--- src/rtl/assert_macros.svh ---
// Assertion macros shared by the RTL of the radix digit converter.
// No dependencies; define ASSERT_OFF to compile the checks out.
`ifndef ASSERT_MACROS_SVH
`define ASSERT_MACROS_SVH

`ifndef ASSERT_OFF
`define RDC_ASSERT(lbl, clk, rst_n, prop, msg) \
  lbl: assert property (@(posedge clk) disable iff (!rst_n) (prop)) else $error(msg);
`define RDC_ASSERT_ALWAYS(lbl, clk, prop, msg) \
  lbl: assert property (@(posedge clk) (prop)) else $error(msg);
`else
`define RDC_ASSERT(lbl, clk, rst_n, prop, msg)
`define RDC_ASSERT_ALWAYS(lbl, clk, prop, msg)
`endif

`endif

--- src/rtl/rdc_pkg.sv ---
// Shared types, constants and the microcode ROM of the radix digit converter.
// No dependencies.
package rdc_pkg;

  localparam int DIGIT_STORE_DEPTH = 32;
  localparam int VALUE_W           = 31;
  localparam int RADIX_W           = 5;
  localparam int DIGIT_W           = 4;
  localparam logic [RADIX_W-1:0] RADIX_MIN = 5'd2;
  localparam logic [RADIX_W-1:0] RADIX_MAX = 5'd16;
  localparam logic [RADIX_W-1:0] RADIX_RST = 5'd2;

  // divider: the dividend is walked in chunks of DIV_CHUNK bits per cycle
  localparam int DIV_W      = 32;
  localparam int DIV_CHUNK  = 8;
  localparam int DIV_STEPS  = DIV_W / DIV_CHUNK;
  localparam int DIV_CNT_W  = $clog2(DIV_STEPS);

  localparam int IN_DATA_W  = 32;
  localparam int OUT_DATA_W = 8;

  localparam int PC_W = 3;
  typedef logic [PC_W-1:0] pc_t;

  localparam pc_t STEP_IDLE  = 3'd0;
  localparam pc_t STEP_DIV   = 3'd1;
  localparam pc_t STEP_PUSH  = 3'd2;
  localparam pc_t STEP_POP   = 3'd3;
  localparam pc_t STEP_EMIT  = 3'd4;
  localparam pc_t STEP_DONE  = 3'd5;
  localparam pc_t STEP_EMPTY = 3'd6;

  typedef enum logic [2:0] {
    COND_NEVER    = 3'd0,
    COND_ALWAYS   = 3'd1,
    COND_NO_INPUT = 3'd2,
    COND_IN_ZERO  = 3'd3,
    COND_DIV_MORE = 3'd4,
    COND_QUOT_NZ  = 3'd5,
    COND_OUT_BUSY = 3'd6,
    COND_STACK_NZ = 3'd7
  } cond_t;

  typedef struct packed {
    logic  in_ready;
    logic  load;
    logic  div;
    logic  push;
    logic  pop;
    logic  emit;
    logic  emit_empty;
    cond_t wait_c;   // hold the step while true, actions but in_ready suppressed
    cond_t jmp_c;    // jump to target when true, else fall through
    pc_t   target;
  } ctl_word_t;

  function automatic ctl_word_t ucode_rom(input pc_t pc);
    ctl_word_t cw;
    cw = '{in_ready: 1'b0, load: 1'b0, div: 1'b0, push: 1'b0, pop: 1'b0,
           emit: 1'b0, emit_empty: 1'b0, wait_c: COND_NEVER,
           jmp_c: COND_ALWAYS, target: STEP_IDLE};
    unique case (pc)
      STEP_IDLE: begin
        cw.in_ready = 1'b1;
        cw.load     = 1'b1;
        cw.wait_c   = COND_NO_INPUT;
        cw.jmp_c    = COND_IN_ZERO;
        cw.target   = STEP_EMPTY;
      end
      STEP_DIV: begin
        cw.div    = 1'b1;
        cw.jmp_c  = COND_DIV_MORE;
        cw.target = STEP_DIV;
      end
      STEP_PUSH: begin
        cw.push   = 1'b1;
        cw.jmp_c  = COND_QUOT_NZ;
        cw.target = STEP_DIV;
      end
      STEP_POP: begin
        cw.pop   = 1'b1;
        cw.jmp_c = COND_NEVER;
      end
      STEP_EMIT: begin
        cw.emit   = 1'b1;
        cw.wait_c = COND_OUT_BUSY;
        cw.jmp_c  = COND_STACK_NZ;
        cw.target = STEP_POP;
      end
      STEP_DONE: begin
        cw.jmp_c  = COND_ALWAYS;
        cw.target = STEP_IDLE;
      end
      STEP_EMPTY: begin
        cw.emit_empty = 1'b1;
        cw.wait_c     = COND_OUT_BUSY;
        cw.jmp_c      = COND_ALWAYS;
        cw.target     = STEP_IDLE;
      end
      default: begin
        cw.jmp_c  = COND_ALWAYS;
        cw.target = STEP_IDLE;
      end
    endcase
    return cw;
  endfunction

endpackage

--- src/rtl/rdc_ram.sv ---
// Generic single-write, single-read RAM with registered read data.
// No dependencies.
module rdc_ram #(
  parameter int WIDTH = 4,
  parameter int DEPTH = 32
) (
  input  logic                     clk,
  input  logic                     wr_en,
  input  logic [$clog2(DEPTH)-1:0] wr_addr,
  input  logic [WIDTH-1:0]         wr_data,
  input  logic                     rd_en,
  input  logic [$clog2(DEPTH)-1:0] rd_addr,
  output logic [WIDTH-1:0]         rd_data
);

  logic [WIDTH-1:0] mem [DEPTH];
  logic [WIDTH-1:0] rd_data_r;

  always_ff @(posedge clk) begin
    if (wr_en) begin
      mem[wr_addr] <= wr_data;
    end
    if (rd_en) begin
      rd_data_r <= mem[rd_addr];
    end
  end

  assign rd_data = rd_data_r;

endmodule

--- src/rtl/radix_digit_converter_unit.sv ---
// Top level of the radix digit converter: microcode sequencer, divider, digit stack.
// Depends on rdc_pkg, rdc_ram and assert_macros.svh.
//
// Usage:
//   in_*  : one 31-bit non-negative value per transfer (in_tdata[30:0]).
//   out_* : one digit per transfer, most significant first; out_tlast marks the
//           final digit. A zero input gives a single transfer with out_tuser
//           (empty flag) and out_tlast set and digit zero.
//   cfg_* : radix write, clamped to 2..16; reset value 2. Write only when idle.
// Timing: each digit costs a pass of the 8-bit-per-cycle restoring divider over
//   the whole dividend plus a push, then a read of the digit stack and a load of
//   the output register; a value has at most 31 digits (radix 2). The first digit
//   appears only after every digit has been pushed. One value is converted at a
//   time; in_tready is high only while the sequencer waits at its idle step.
// Reset: sequencer to idle, stack empty, output register empty, radix 2.
// Stall: the output register holds its digit while out_tready is low and the
//   sequencer waits at its emit or empty step until the register can be reloaded.
`include "assert_macros.svh"

module radix_digit_converter_unit #(
  parameter int DIGIT_STORE_DEPTH = rdc_pkg::DIGIT_STORE_DEPTH
) (
  input  logic                              clk,
  input  logic                              rst_n,
  // value[30:0]
  input  logic [rdc_pkg::IN_DATA_W-1:0]     in_tdata,
  input  logic                              in_tvalid,
  output logic                              in_tready,
  // digit[3:0]
  output logic [rdc_pkg::OUT_DATA_W-1:0]    out_tdata,
  // empty_res[0]
  output logic                              out_tuser,
  output logic                              out_tlast,
  output logic                              out_tvalid,
  input  logic                              out_tready,
  input  logic                              cfg_wr_en,
  input  logic [rdc_pkg::RADIX_W-1:0]       cfg_wr_data
);

  localparam int AW   = $clog2(DIGIT_STORE_DEPTH);
  localparam int SP_W = $clog2(DIGIT_STORE_DEPTH + 1);

  rdc_pkg::pc_t      pc_r, pc_nxt;
  rdc_pkg::ctl_word_t cw;
  logic              wait_hit, jump_hit, go;

  logic [rdc_pkg::RADIX_W-1:0]   radix_r;
  logic [rdc_pkg::DIV_W-1:0]     quot_r, quot_nxt;
  logic [rdc_pkg::DIGIT_W-1:0]   rem_r, rem_nxt;
  logic [rdc_pkg::DIV_CNT_W-1:0] div_cnt_r;
  logic [SP_W-1:0]               sp_r;
  logic [rdc_pkg::DIGIT_W-1:0]   stack_rd_data;
  logic                          stack_we, stack_re;

  logic                          out_valid_r, out_empty_r, out_last_r;
  logic [rdc_pkg::DIGIT_W-1:0]   out_digit_r;
  logic                          out_busy;

  assign out_busy = out_valid_r && !out_tready;

  function automatic logic cond_eval(
    input rdc_pkg::cond_t c,
    input logic in_v, input logic in_z, input logic dmore,
    input logic qnz, input logic obusy, input logic snz
  );
    logic r;
    unique case (c)
      rdc_pkg::COND_NEVER:    r = 1'b0;
      rdc_pkg::COND_ALWAYS:   r = 1'b1;
      rdc_pkg::COND_NO_INPUT: r = !in_v;
      rdc_pkg::COND_IN_ZERO:  r = in_z;
      rdc_pkg::COND_DIV_MORE: r = dmore;
      rdc_pkg::COND_QUOT_NZ:  r = qnz;
      rdc_pkg::COND_OUT_BUSY: r = obusy;
      rdc_pkg::COND_STACK_NZ: r = snz;
      default:                r = 1'b0;
    endcase
    return r;
  endfunction

  logic in_zero, div_more, quot_nz, stack_nz;
  assign in_zero  = (in_tdata[rdc_pkg::VALUE_W-1:0] == '0);
  assign div_more = (div_cnt_r != rdc_pkg::DIV_CNT_W'(rdc_pkg::DIV_STEPS - 1));
  assign quot_nz  = (quot_r != '0);
  assign stack_nz = (sp_r != '0);

  // sequencer
  always_comb begin
    cw       = rdc_pkg::ucode_rom(pc_r);
    wait_hit = cond_eval(cw.wait_c, in_tvalid, in_zero, div_more, quot_nz,
                         out_busy, stack_nz);
    jump_hit = cond_eval(cw.jmp_c, in_tvalid, in_zero, div_more, quot_nz,
                         out_busy, stack_nz);
    go       = !wait_hit;
    if (wait_hit) begin
      pc_nxt = pc_r;
    end else if (jump_hit) begin
      pc_nxt = cw.target;
    end else begin
      pc_nxt = pc_r + 1'b1;
    end
  end

  assign in_tready = cw.in_ready;

  // one chunk of restoring division by the radix; the remainder stays below 16
  always_comb begin
    logic [rdc_pkg::DIGIT_W-1:0]   rem_v;
    logic [rdc_pkg::DIGIT_W:0]     trial;
    logic [rdc_pkg::DIV_CHUNK-1:0] chunk, qbits;
    rem_v = (div_cnt_r == '0) ? '0 : rem_r;
    chunk = quot_r[rdc_pkg::DIV_W-1 -: rdc_pkg::DIV_CHUNK];
    qbits = '0;
    for (int i = rdc_pkg::DIV_CHUNK - 1; i >= 0; i--) begin
      trial = {rem_v, chunk[i]};
      if (trial >= radix_r) begin
        rem_v    = rdc_pkg::DIGIT_W'(trial - radix_r);
        qbits[i] = 1'b1;
      end else begin
        rem_v = trial[rdc_pkg::DIGIT_W-1:0];
      end
    end
    rem_nxt  = rem_v;
    quot_nxt = {quot_r[rdc_pkg::DIV_W-rdc_pkg::DIV_CHUNK-1:0], qbits};
  end

  assign stack_we = go && cw.push && (sp_r < SP_W'(DIGIT_STORE_DEPTH));
  assign stack_re = go && cw.pop;

  rdc_ram #(
    .WIDTH (rdc_pkg::DIGIT_W),
    .DEPTH (DIGIT_STORE_DEPTH)
  ) u_stack (
    .clk     (clk),
    .wr_en   (stack_we),
    .wr_addr (sp_r[AW-1:0]),
    .wr_data (rem_r),
    .rd_en   (stack_re),
    .rd_addr (AW'(sp_r - 1'b1)),
    .rd_data (stack_rd_data)
  );

  // control registers
  always_ff @(posedge clk) begin
    if (!rst_n) begin
      pc_r        <= rdc_pkg::STEP_IDLE;
      radix_r     <= rdc_pkg::RADIX_RST;
      div_cnt_r   <= '0;
      sp_r        <= '0;
      out_valid_r <= 1'b0;
    end else begin
      pc_r <= pc_nxt;
      if (cfg_wr_en) begin
        if (cfg_wr_data < rdc_pkg::RADIX_MIN) begin
          radix_r <= rdc_pkg::RADIX_MIN;
        end else if (cfg_wr_data > rdc_pkg::RADIX_MAX) begin
          radix_r <= rdc_pkg::RADIX_MAX;
        end else begin
          radix_r <= cfg_wr_data;
        end
      end
      if (go && cw.load) begin
        div_cnt_r <= '0;
      end else if (go && cw.div) begin
        div_cnt_r <= div_cnt_r + 1'b1;
      end
      if (stack_we) begin
        sp_r <= sp_r + 1'b1;
      end else if (stack_re) begin
        sp_r <= sp_r - 1'b1;
      end
      if (go && (cw.emit || cw.emit_empty)) begin
        out_valid_r <= 1'b1;
      end else if (out_tready) begin
        out_valid_r <= 1'b0;
      end
    end
  end

  // payload registers
  always_ff @(posedge clk) begin
    if (go && cw.load) begin
      quot_r <= {{(rdc_pkg::DIV_W - rdc_pkg::VALUE_W){1'b0}},
                 in_tdata[rdc_pkg::VALUE_W-1:0]};
    end else if (go && cw.div) begin
      quot_r <= quot_nxt;
    end
    if (go && cw.div) begin
      rem_r <= rem_nxt;
    end
    if (go && cw.emit) begin
      out_digit_r <= stack_rd_data;
      out_empty_r <= 1'b0;
      out_last_r  <= (sp_r == '0);
    end else if (go && cw.emit_empty) begin
      out_digit_r <= '0;
      out_empty_r <= 1'b1;
      out_last_r  <= 1'b1;
    end
  end

  assign out_tdata  = {{(rdc_pkg::OUT_DATA_W - rdc_pkg::DIGIT_W){1'b0}}, out_digit_r};
  assign out_tuser  = out_empty_r;
  assign out_tlast  = out_last_r;
  assign out_tvalid = out_valid_r;

  `RDC_ASSERT(a_sp_in_range, clk, rst_n, sp_r <= SP_W'(DIGIT_STORE_DEPTH),
              "digit stack pointer beyond depth")
  `RDC_ASSERT(a_start_empty, clk, rst_n, (in_tvalid && in_tready) |-> (sp_r == '0),
              "conversion started with a non-empty stack")
  `RDC_ASSERT(a_no_overwrite, clk, rst_n, (go && (cw.emit || cw.emit_empty)) |-> !out_busy,
              "output register reloaded while stalled")
  `RDC_ASSERT(a_empty_is_last, clk, rst_n,
              (out_tvalid && out_tuser) |-> (out_tlast && out_tdata == '0),
              "empty result not marked last")

endmodule
--- config.mk ---
export PLATFORM = sky130hd
export DESIGN_NAME = radix_digit_converter_unit
export DESIGN_NICKNAME = d
export VERILOG_FILES = /design/src/rtl/rdc_pkg.sv /design/src/rtl/rdc_ram.sv /design/src/rtl/radix_digit_converter_unit.sv
export VERILOG_INCLUDE_DIRS = /design/src /design/src/rtl
export SDC_FILE = /design/constraint.sdc
export NUM_CORES = 1
export LEC_CHECK = 0
export BUFFER_PORTS_ARGS = -buffer_cell sky130_fd_sc_hd__buf_2
export CELL_PAD_IN_SITES_DETAIL_PLACEMENT = 1
export CELL_PAD_IN_SITES_GLOBAL_PLACEMENT = 1
export CORE_MARGIN = 2
export CORE_UTILIZATION = 28
export CTS_BUF_LIST = sky130_fd_sc_hd__clkbuf_8
export DETAILED_ROUTE_END_ITERATION = 6
export GPL_TIMING_DRIVEN = 0
export PLACE_DENSITY = 0.57
export SETUP_SLACK_MARGIN = 0.1
export SLEW_MARGIN = 20
export SYNTH_ARGS = -nofsm -noshare
export SYNTH_HDL_FRONTEND = slang
export SYNTH_SLANG_ARGS = --single-unit
--- constraint.sdc ---
create_clock -name clk -period 22.4 [get_ports clk]
set_input_delay 4.48 -clock clk [delete_from_list [all_inputs] [get_ports clk]]
set_output_delay 4.48 -clock clk [all_outputs]
set_load 0.02 [all_outputs]
==> impl_metrics.csv <==
group,metric,value,unit
floorplan,rows,69,
detailed_routing,first_pass_iters,4,
floorplan,start_util,28.5,%
timing,hold_viol,0,
clock_network,cts_tree,"built",
worst_setup_path,crit_fanout,18,
timing,fmax,76.6,MHz
flow_run,maxCapViolations,0,
synth,ys_ff_latch,191,
timing,maxSlewHeadroom,38.4,%
synth,synth_edf_count,172,
worst_setup_path,slowest_stage,"edfxtp_1",
clock_network,cts.repair.resized,0,
final_layout,fill_cells,3849,
placed_design,gp_congestion,0.757,
worst_setup_path,cpMostUsedCell,"ha_1",
synth,synth_cell_types,67,
worst_setup_path,cp.required,22.63,ns
detailed_routing,drt-total-wl,24900,um
worst_setup_path,cp-end-kind,"flop",
min_path,hold_class,"flop to flop",
synth,ys_seq_area_share,54.8,%
placed_design,dp.final_hpwl,18100,um
timing,setup-violations-final,0,
final_layout,areaGrowthSynthToFinish,13.5,%
floorplan,fp.dieW,194,um
clock_network,clockRootBuffer,"clkbuf_8",
worst_setup_path,worstSetupPathType,"flop to flop",
final_layout,seqCellArea,5550,sq um
grt,grt-ovfl-total,0,
clock_network,cts_sinks,191,
synth,ys.warnings.count,0,
detailed_routing,drc,0,
detailed_routing,routedWlPerCell,19.1,um
synth,synthArstFlopShare,0,%
clock_network,post-cts-setup-buffers,0,
floorplan,die-area,37700,sq um
grt,grt_max_degree,34,
detailed_routing,viasPerCell,4.86,
synth,synthFlopType,"edfxtp_1",
grt,grt_pass1_wl,39200,um
worst_setup_path,reg2reg_depth,50,
timing,rsz0062_at_grt,"no",
timing,fin_setup_tns,0,ns
worst_setup_path,crit_path_start_kind,"flop",
worst_setup_path,r2r-start,"rem_r[1]",
min_path,min-delay-start,"out_tuser",
timing,worstMarginPinSlew,0.918,ns
grt,grt_usage,13.4,%
synth,avgSynthCellArea,13.4,sq um
final_layout,multi_input_area,4290,sq um
worst_setup_path,critPathLaunch,"rem_r[1]",
clock_network,cts_buffer_depth,2,
final_layout,antennaDiodeCount,0,
timing,layout_min_cycle_time,13.05,ns
timing,final_max_slew_viol_count,0,
final_layout,layout-drive-gt1-share,18.4,%
synth,syn_area,10100,sq um
clock_network,clk-insertion-delay-late,0.49,ns
synth,syn_inst,757,
status,status,"finished, final reports clean",
timing,fin_crit_sh,58.3,%
worst_setup_path,arrival,13.28,ns
clock_network,numCtsBuffers,17,
clock_network,cts_hold_buf,0,
floorplan,die_height,194,um
floorplan,core,35600,sq um
timing,clock_skew,0.0263,ns
clock_network,cts_max_level,4,
detailed_routing,drt_iter0_drc,261,
worst_setup_path,critPathMaxStageDelay,0.76,ns
detailed_routing,vias,6338,
detailed_routing,drtAntennaViolNets,0,
clock_network,clk_pin_slew_worst_paths,0.12,ns
grt,grt_pass1_vias,6655,
final_layout,nets,931,
floorplan,ios,54,
min_path,holdPathStages,2,
placed_design,port_buffers,47,
grt,antenna_found_initial,0,
==> cells in the mapped netlist (all sizes together), types with 16 or more instances <==
| cell | instances | area, sq um |
|---|---|---|
| a21oi | 32 | 160 |
| buf | 17 | 114 |
| dfxtp | 19 | 380 |
| edfxtp | 172 | 5160 |
| ha | 51 | 638 |
| inv | 41 | 154 |
| mux2 | 37 | 417 |
| mux4 | 40 | 923 |
| nand2 | 46 | 173 |
| nor2 | 60 | 228 |
| nor2b | 16 | 100 |
| nor4 | 19 | 119 |
| o21ai | 26 | 130 |
| xnor2 | 17 | 156 |
==> worst paths after layout <==
kind	to	slack (ns)
setup reg to reg	rem_r[1]	9.35
hold reg to reg	out_tuser	0.50
hold / removal	out_tuser	0.50
setup / recovery	rem_r[1]	9.35
==> per-layer routing <==
metal  vias up  wire (um)  GRT usage (%)
li1       3028          -              -
met1      3205      11700           18.3
met2        91      12200           22.4
met3        14        795           2.10
met4         0        250           3.25
met5         -          0              0
==> state kept, by name, summed over array words and instances (netlist names), 2 cells and up <==
register,count
div_cnt_r,2
pc_r,3
out_digit_r,4
u_stack.mem,128
radix_r,5
rem_r,4
sp_r,6
u_stack.rd_data,4
quot_r,32
==> layout make-up <==
class                           instances  area share [%]
Clock inverter                         15            1.74
Timing Repair Buffer                   52            2.92
Clock buffer                           17            2.04
Sequential cell                       191            48.2
Buffer                                 30            1.42
Multi-Input combinational cell        498            37.3
Tap cell                              461            5.02
Inverter                               41            1.34
==> cell usage in the layout (no fill, tap or decap), drive strengths merged, types with 4 or more instances in the layout <==
| cell type | netlist | layout |
|---|---|---|
| buf | 17 | 69 |
| inv | 41 | 46 |
| nand4 | 4 | 4 |
| conb | 1 | 4 |
| edfxtp | 172 | 172 |
| mux2i | 12 | 12 |
| o22ai | 4 | 4 |
| nor4 | 19 | 19 |
| xor2 | 6 | 6 |
| o211ai | 4 | 4 |
| nor2 | 60 | 60 |
| nor3 | 5 | 5 |
| a31oi | 12 | 12 |
| a21o | 9 | 9 |
| a21oi | 32 | 32 |
| xnor2 | 17 | 17 |
| clkbuf | 13 | 30 |
| nand3 | 8 | 8 |
| or3 | 5 | 5 |
| fa | 7 | 7 |
| clkinv | 0 | 8 |
| o21ai | 26 | 26 |
| and2 | 11 | 11 |
| nand2 | 46 | 46 |
| mux2 | 37 | 37 |
| mux4 | 40 | 40 |
| nand2b | 10 | 10 |
| ha | 51 | 51 |
| dfxtp | 19 | 19 |
| nor2b | 16 | 16 |
| o21a | 7 | 7 |
==> logic make-up (layout without fill, tap and decap cells) <==
group                      after synthesis  after routing  synth area share, %
other                                    1              4               0.0370
xor gates and xnor gates                23             23                 2.06
and+or+nand+nor                        200            200                 9.84
buffers and inverters                   71            155                 3.13
AOI/OAI and AO/OA                      123            123                 7.96
adders and majority gates               59             59                 7.79
muxes                                   89             89                 14.4
DFF                                    191            191                 54.8
==> worst max-delay path: cells and delay by family (launching register included) <==
kind / cells / cell delay [ns]
compound gates: 26 / 5.90
fa+ha+maj: 7 / 2.14
buf+inv: 5 / 1.19
flops: 1 / 0.76
mux: 4 / 1.60
simple gates: 8 / 1.21
==> stage by stage <==
| step | area, sq um | setup WS, ns | hold WS [ns] | util [%] | cells |
|---|---|---|---|---|---|
| after floorplan | 10100 | 11.86 | 0.483 | - | 760 |
| after global placement | 10900 | 8.86 | 0.460 | 30.8 | 1268 |
| after detailed placement | 11000 | 8.93 | 0.465 | 30.9 | 1270 |
| after CTS | 11400 | 8.85 | 0.509 | 32.2 | 1302 |
| after global routing | 11500 | 8.08 | 0.556 | 32.3 | 1305 |
| final | 11500 | 9.35 | 0.498 | 32.3 | 1305 |
Power is left out: the tool's default activity adds up to more than one toggle a clock period on the data nets, which glitch-free logic cannot reach.
